<file path="src/hw/rtl/spv_pkg.sv">
// shared types and constants for the sampler voice
package spv_pkg;

  localparam int SAMPLE_DEPTH = 65536;
  localparam int FRAC_BITS = 16;
  localparam int AW = 16;

  localparam logic [1:0] KIND_LOAD = 2'd0;
  localparam logic [1:0] KIND_NOTE_ON = 2'd1;
  localparam logic [1:0] KIND_NOTE_OFF = 2'd2;
  localparam logic [1:0] KIND_TICK = 2'd3;

  localparam logic [2:0] REG_ATTACK = 3'd0;
  localparam logic [2:0] REG_DECAY = 3'd1;
  localparam logic [2:0] REG_RELEASE = 3'd2;
  localparam logic [2:0] REG_SUSTAIN = 3'd3;
  localparam logic [2:0] REG_LENGTH = 3'd4;
  localparam logic [2:0] REG_STEREO = 3'd5;

  localparam logic [24:0] ENV_ONE = 25'd16777216;
  localparam logic [24:0] ATTACK_TARGET = 25'd20132659;
  localparam logic [24:0] DECAY_NEAR = 25'd16777;
  localparam logic [24:0] RELEASE_FLOOR = 25'd168;

  typedef enum logic [2:0] {
    PH_IDLE = 3'd0,
    PH_ATTACK = 3'd1,
    PH_DECAY = 3'd2,
    PH_SUSTAIN = 3'd3,
    PH_RELEASE = 3'd4
  } phase_t;

  // datapath step commands from the controller
  typedef enum logic [2:0] {
    OP_NONE = 3'd0,
    OP_ENV_MUL = 3'd1,
    OP_ENV_FIN = 3'd2,
    OP_RD0 = 3'd3,
    OP_RD1 = 3'd4,
    OP_INTERP = 3'd5,
    OP_SCALE1 = 3'd6,
    OP_SCALE2 = 3'd7
  } op_t;

  typedef struct packed {
    op_t op;
    logic start;
    logic finish;
  } cmd_t;

  typedef struct packed {
    logic is_tick;
    logic skip;
  } sts_t;

endpackage

</file>
<file path="src/hw/rtl/spv_ctrl.sv">
// tick sequencer for the sampler voice
module spv_ctrl (
  input  logic          clk,
  input  logic          rst,
  input  logic          in_go,
  input  spv_pkg::sts_t sts,
  input  logic          out_busy,
  output spv_pkg::cmd_t cmd,
  output logic          busy
);
  import spv_pkg::*;

  typedef enum logic [9:0] {
    S_IDLE = 10'b0000000001,
    S_DEC = 10'b0000000010,
    S_EM = 10'b0000000100,
    S_EF = 10'b0000001000,
    S_R0 = 10'b0000010000,
    S_R1 = 10'b0000100000,
    S_IP = 10'b0001000000,
    S_S1 = 10'b0010000000,
    S_S2 = 10'b0100000000,
    S_FIN = 10'b1000000000
  } state_t;

  state_t state, state_next;

  always_comb begin
    state_next = state;
    cmd = '{op: OP_NONE, start: 1'b0, finish: 1'b0};
    unique case (state)
      S_IDLE: begin
        cmd.start = in_go;
        if (in_go) state_next = S_DEC;
      end
      S_DEC: begin
        if (!sts.is_tick) state_next = S_IDLE;
        else if (sts.skip) state_next = S_FIN;
        else state_next = S_EM;
      end
      S_EM: begin cmd.op = OP_ENV_MUL; state_next = S_EF; end
      S_EF: begin cmd.op = OP_ENV_FIN; state_next = S_R0; end
      S_R0: begin cmd.op = OP_RD0; state_next = S_R1; end
      S_R1: begin cmd.op = OP_RD1; state_next = S_IP; end
      S_IP: begin cmd.op = OP_INTERP; state_next = S_S1; end
      S_S1: begin cmd.op = OP_SCALE1; state_next = S_S2; end
      S_S2: begin cmd.op = OP_SCALE2; state_next = S_FIN; end
      S_FIN: begin
        if (!out_busy) begin
          cmd.finish = 1'b1;
          state_next = S_IDLE;
        end
      end
      default: state_next = S_IDLE;
    endcase
  end

  always_ff @(posedge clk) begin
    if (rst) state <= S_IDLE;
    else state <= state_next;
  end

  assign busy = (state != S_IDLE);

  a_onehot: assert property (@(posedge clk) disable iff (rst) $onehot(state))
    else $error("state not one-hot");
  a_start_idle: assert property (@(posedge clk) disable iff (rst)
    cmd.start |-> state == S_IDLE) else $error("start while busy");
  a_fin_free: assert property (@(posedge clk) disable iff (rst)
    cmd.finish |-> !out_busy) else $error("finish over held word");
endmodule

</file>
<file path="config.mk">
export PLATFORM = sky130hd
export DESIGN_NAME = spv_ctrl
export DESIGN_NICKNAME = d
export VERILOG_FILES = /design/src/hw/rtl/spv_pkg.sv /design/src/hw/rtl/spv_ctrl.sv
export SDC_FILE = /design/constraint.sdc
export NUM_CORES = 1
export LEC_CHECK = 0
export ABC_AREA = 0
export ABC_CLOCK_PERIOD_IN_PS = 2000
export BUFFER_PORTS_ARGS = -buffer_cell sky130_fd_sc_hd__clkbuf_2
export CAP_MARGIN = 5
export CELL_PAD_IN_SITES_DETAIL_PLACEMENT = 0
export CELL_PAD_IN_SITES_GLOBAL_PLACEMENT = 1
export CORE_MARGIN = 1
export CORE_UTILIZATION = 38
export DETAILED_ROUTE_END_ITERATION = 8
export GPL_ROUTABILITY_DRIVEN = 0
export PLACE_DENSITY = 0.77
export SYNTH_ARGS = -nofsm -noshare
export SYNTH_HDL_FRONTEND = slang
export SYNTH_SLANG_ARGS = --single-unit
</file>
<file path="constraint.sdc">
create_clock -name clk -period 2 [get_ports clk]
set_clock_uncertainty 0.15 [all_clocks]
set_input_delay 0.1 -clock clk [delete_from_list [all_inputs] [get_ports clk]]
set_output_delay 0.1 -clock clk [all_outputs]
set_load 0.02 [all_outputs]
</file>
### Word-level counts from Yosys, hierarchy flattened

Index checks and enable logic that the tools add are counted.

| operators by class | value |
|---|---|
| eq/ne operators | 13 |
| muxes and demuxes | 9 |
| reduce and logical (&&, ||, !) cells | 1 |

Operators by type and width:

| operator | number |
|---|---|
| one-hot mux 10 bit (10 select lines) | 1 |
| two-way mux 10 bit | 4 |
| one-hot mux 3 bit (7 select lines) | 1 |
| equality test 10 x 1 -> 1 bit (second input constant) | 1 |
| equality test 10 bit (second input constant) | 1 |
| equality test 10 x 2 -> 1 bit (second input constant) | 1 |
| equality test 10 x 3 -> 1 bit (second input constant) | 1 |
| equality test 10 x 4 -> 1 bit (second input constant) | 1 |
| equality test 10 x 5 -> 1 bit (second input constant) | 1 |
| equality test 10 x 6 -> 1 bit (second input constant) | 1 |
| equality test 10 x 7 -> 1 bit (second input constant) | 1 |
| equality test 10 x 8 -> 1 bit (second input constant) | 1 |
| equality test 10 x 9 -> 1 bit (second input constant) | 1 |
| != test 10 x 1 -> 1 bit (second input constant) | 1 |
| != test 2 bit (second input constant) | 2 |
| two-way mux 1 bit | 3 |
| AND reduction 2 bit | 1 |

| storage, ports and cells | value |
|---|---|
| bits in registers | 10 |
| input bits | 6 |
| output and inout port bits | 6 |

### Depth between registers and ports, before layout

| depth | value |
|---|---|
| depth after elaboration | 3 |
| gate-level depth with buffers | 7 |
| depth with buffers taken out | 6 |

### Worst setup path after synthesis

No wires, ideal clock.

| path | value |
|---|---|
| path kind | register -> output |
| start | register state[0] |
| end | output cmd[2] in the netlist's numbering |
| arrival | 1.473 ns |
| required time | 1.750 ns |
| path slack | 0.277 ns |
| stages on the path, launching flop included | 5 |
| path buffers | 0 |
| path through | dfxtp_1 or2_2 nor4_1 inv_1 o221ai_1 |

RTL lines:

| element | RTL line | source |
|---|---|---|
| start, declared | spv_ctrl.sv:26 | `state_t state, state_next;` |
| start signal, assigned | spv_ctrl.sv:60 | `else state <= state_next;` |
| end, declared | spv_ctrl.sv:8 | `output spv_pkg::cmd_t cmd,` |

==> results_dict.tcl <==
set metrics [dict create \
    clock_latency_ns 0.27 \
    drive_above_1_share_pct 45.19 \
    cap_violations 0 \
    max_freq_ghz 0.5029 \
    std_cell_rows 14 \
    ys_seq_area_share_pct 31.56 \
    place_area_um2 706.9 \
    top_register "state" \
    ys_seq_elements 10 \
    finalNonFillerCells 120 \
    synth_cell_types 40 \
    area_growth_pct 45.36 \
    p_int_mw 0.3335 \
    gr-total-overflow 0 \
    syn_nets 85 \
    via_per_inst 5.542 \
    dpl.cell_count 105 \
    htreeDepth 1 \
    crit_family "simple AND/OR/NAND/NOR gates" \
    grt_max_degree 12 \
    cp_cell_sequence "nor4_4 > nor3b_4 > and4b_1 > and2_4 > buf_8" \
    r2r_start "state[8]" \
    yosys.area.top_type "dfxtp_1" \
    core-area_um2 1524 \
    power.switching_fraction_pct 28.76 \
    root_buffer "clkbuf_4" \
    peakVddDrop_mv 0.3515 \
    finalSetupViolations 0 \
    drt-initial-drc-count 12 \
    slowest_delay_ns 0.35 \
    hp-start "out_busy" \
    final_area_um2 922.1 \
    finalMaxSlewViolations 0 \
    drc_errors 0 \
    min-delay-path-class "in -> reg" \
    critPathArrivalTime_ns 1.74 \
    synth_warnings 0 \
    p_switching_mw 0.1346 \
    seq_power_share_pct 44.3 \
    clockPowerShare_pct 29.6 \
    wl_um 1695 \
    syn-cell-area_um2 634.4 \
    hpwl_um 1063 \
    status "finished clean" \
    end_kind "primary output" \
    die_area_um2 1837 \
    cp_num_buf_inv 1 \
    syn_inst 79 \
    rsz0062_at_grt "yes" \
    fin_crit_sh_pct 99.42 \
    nets 112 \
    slew_headroom_pct 77.15 \
    wire_per_inst_um 14.13 \
    p_per_area_nw_per_um2 507.7 \
    vias 665 \
    tightest_slew_ns 0.3413 \
    largest_reg_flops 10 \
    numPortBuffers 11 \
    clock-sinks 10 \
    grt_pass1_vias 632 \
    cts_tree "done" \
    cts_max_path_buffers 2 \
    antenna_cells 0 \
    crit_type "reg -> out" \
    dr.pass1.iters 4 \
    antenna_found_initial 0 \
    synthTopCellsByArea "dfxtp_1, nor2_1, nor3_1, nand2b_1, xor2_1" \
    die_w_um 42.86 \
    critPathMaxFanout 3 \
    ios 12 \
    p_leak_nw 0.3751 \
    die_y_um 42.86 \
    synth_top_area_share_pct 31.56 \
    crit_path_start_kind "flop" \
    ant_nets 0 \
    crit_slowest_cell "dfxtp_4" \
    startpoint "state[8]" \
    cts_buffers 3 \
    top_regs "state: 10 flops" \
    cp.required_ns 1.75 \
    grt_usage_pct 20.35 \
    comb_power_share_pct 26.1 \
    syn_avg_cell_area_um2 8.030 \
    grt_pass1_wl_um 2697 \
    power_mw 0.4681 \
    hold_viol 0 \
    finalCriticalPeriod_ns 1.988 \
    clk_pin_slew_ns 0.06 \
    initial_utilization_pct 41.63 \
]
==> cell type report <==
cell class | instances | area, um^2
fill | 123 | 601.8
clock buffer | 3 | 22.52
timing repair buffer | 26 | 195.2
tap | 16 | 20.02
sequential | 10 | 210.2
inverter | 5 | 18.77
multi-input combinational | 60 | 455.4
==> worst min-delay path: cells and delay by family <==
family | cells | cell delay (ns)
AND/OR/NAND/NOR | 1 | 0.10
buffers and inverters | 2 | 0.13
AO/OA/AOI/OAI | 1 | 0.06
==> cell usage after synthesis <==
cell and n:
dfxtp_1 10, nor2_1 9, nor3_1 6, inv_1 4, nand2_1 4, nand2b_1 3
a31oi_1 2, buf_2 2, nand3_1 2, nand4_1 2, nor4_1 2, o211ai_1 2
o21ai_0 2, or2_2 2, xor2_1 2, a21o_1 1, a21oi_1 1, and2_2 1
and3_2 1, and4b_1 1, and4b_2 1, buf_6 1, clkbuf_1 1, inv_2 1
nand3b_1 1, nand4b_1 1, nor3b_1 1, nor3b_2 1, nor4_2 1, o211ai_2 1
o21a_1 1, o21ai_2 1, o221ai_1 1, o2bb2ai_1 1, o32a_1 1, or2_1 1
or2b_1 1, or3_1 1, or4_1 1, xnor2_1 1
==> per-stage QoR <==
step            TNS [ns]  setup WS, ns  hold slack, ns  util (%)
2_1_floorplan          0        0.2770         0.02238         -
3_3_place_gp           0        0.2202          0.1390     46.39
3_5_place_dp           0        0.1750          0.1395     46.39
4_1_cts        -0.003210     -0.003210         0.01682     56.16
5_1_grt          -0.1659      -0.06462         0.02366     60.51
6_report               0       0.01159         0.01727     60.51
==> cell usage in the layout (no fill, tap or decap), types with 2 or more instances in the layout <==
| master | instances |
|---|---|
| inv_1 | 4 |
| nand2_1 | 2 |
| clkbuf_2 | 6 |
| dfxtp_1 | 6 |
| xor2_1 | 2 |
| nor3_1 | 6 |
| buf_4 | 16 |
| nand4_1 | 2 |
| dfxtp_2 | 2 |
| clkbuf_4 | 3 |
| nor2_1 | 9 |
| or2_2 | 2 |
| dlygate4sd3_1 | 3 |
| o211ai_1 | 2 |
| nand2b_1 | 3 |
| dfxtp_4 | 2 |
| nand3_1 | 2 |
| o21ai_0 | 2 |
==> cells by family (layout without fill, tap and decap cells) <==
group | Yosys count | after routing | share of synthesized area [%]
buf+inv | 9 | 34 | 6.901
compound gates | 14 | 14 | 16.76
simple gates | 43 | 43 | 40.63
xor+xnor | 3 | 3 | 4.143
flops | 10 | 10 | 31.56
==> power groups by stage <==
stage / Combinational [mW] / Clock (mW) / Sequential (mW)
finish: 0.122 / 0.138 / 0.208
global route: 0.131 / 0.151 / 0.209
CTS: 0.102 / 0.143 / 0.208
detailed placement: 0.0893 / 0 / 0.215
global placement: 0.0893 / 0 / 0.215
floorplan: 0.0624 / 0 / 0.213
==> repair_timing <==
item | CTS | global route
hold buffers | 3 | 0
gates resized for setup | 11 | 18
setup buffers | 8 | 2
pin swaps | 3 | 6
setup endpoints to repair | 3 | 6
endpoints found under the hold margin | 5 | 0
==> layer usage <==
layer	global-route usage, %	vias to the layer above	wire [um]
li1	-	338	-
met3	4.255	9	46
met5	0	-	0
met1	20.78	304	700
met4	16.25	0	72
met2	35.15	14	876
==> final timing paths <==
check | to | cells past startpoint | slack (ns)
setup reg to reg | state[0] | 10 | 0.10
hold reg to reg | state[4] | 2 | 0.39
setup / recovery | cmd[1] | 5 | 0.01
hold / removal | state[9] | 4 | 0.02
No activity file was read; power rests on OpenSTA's default activity.
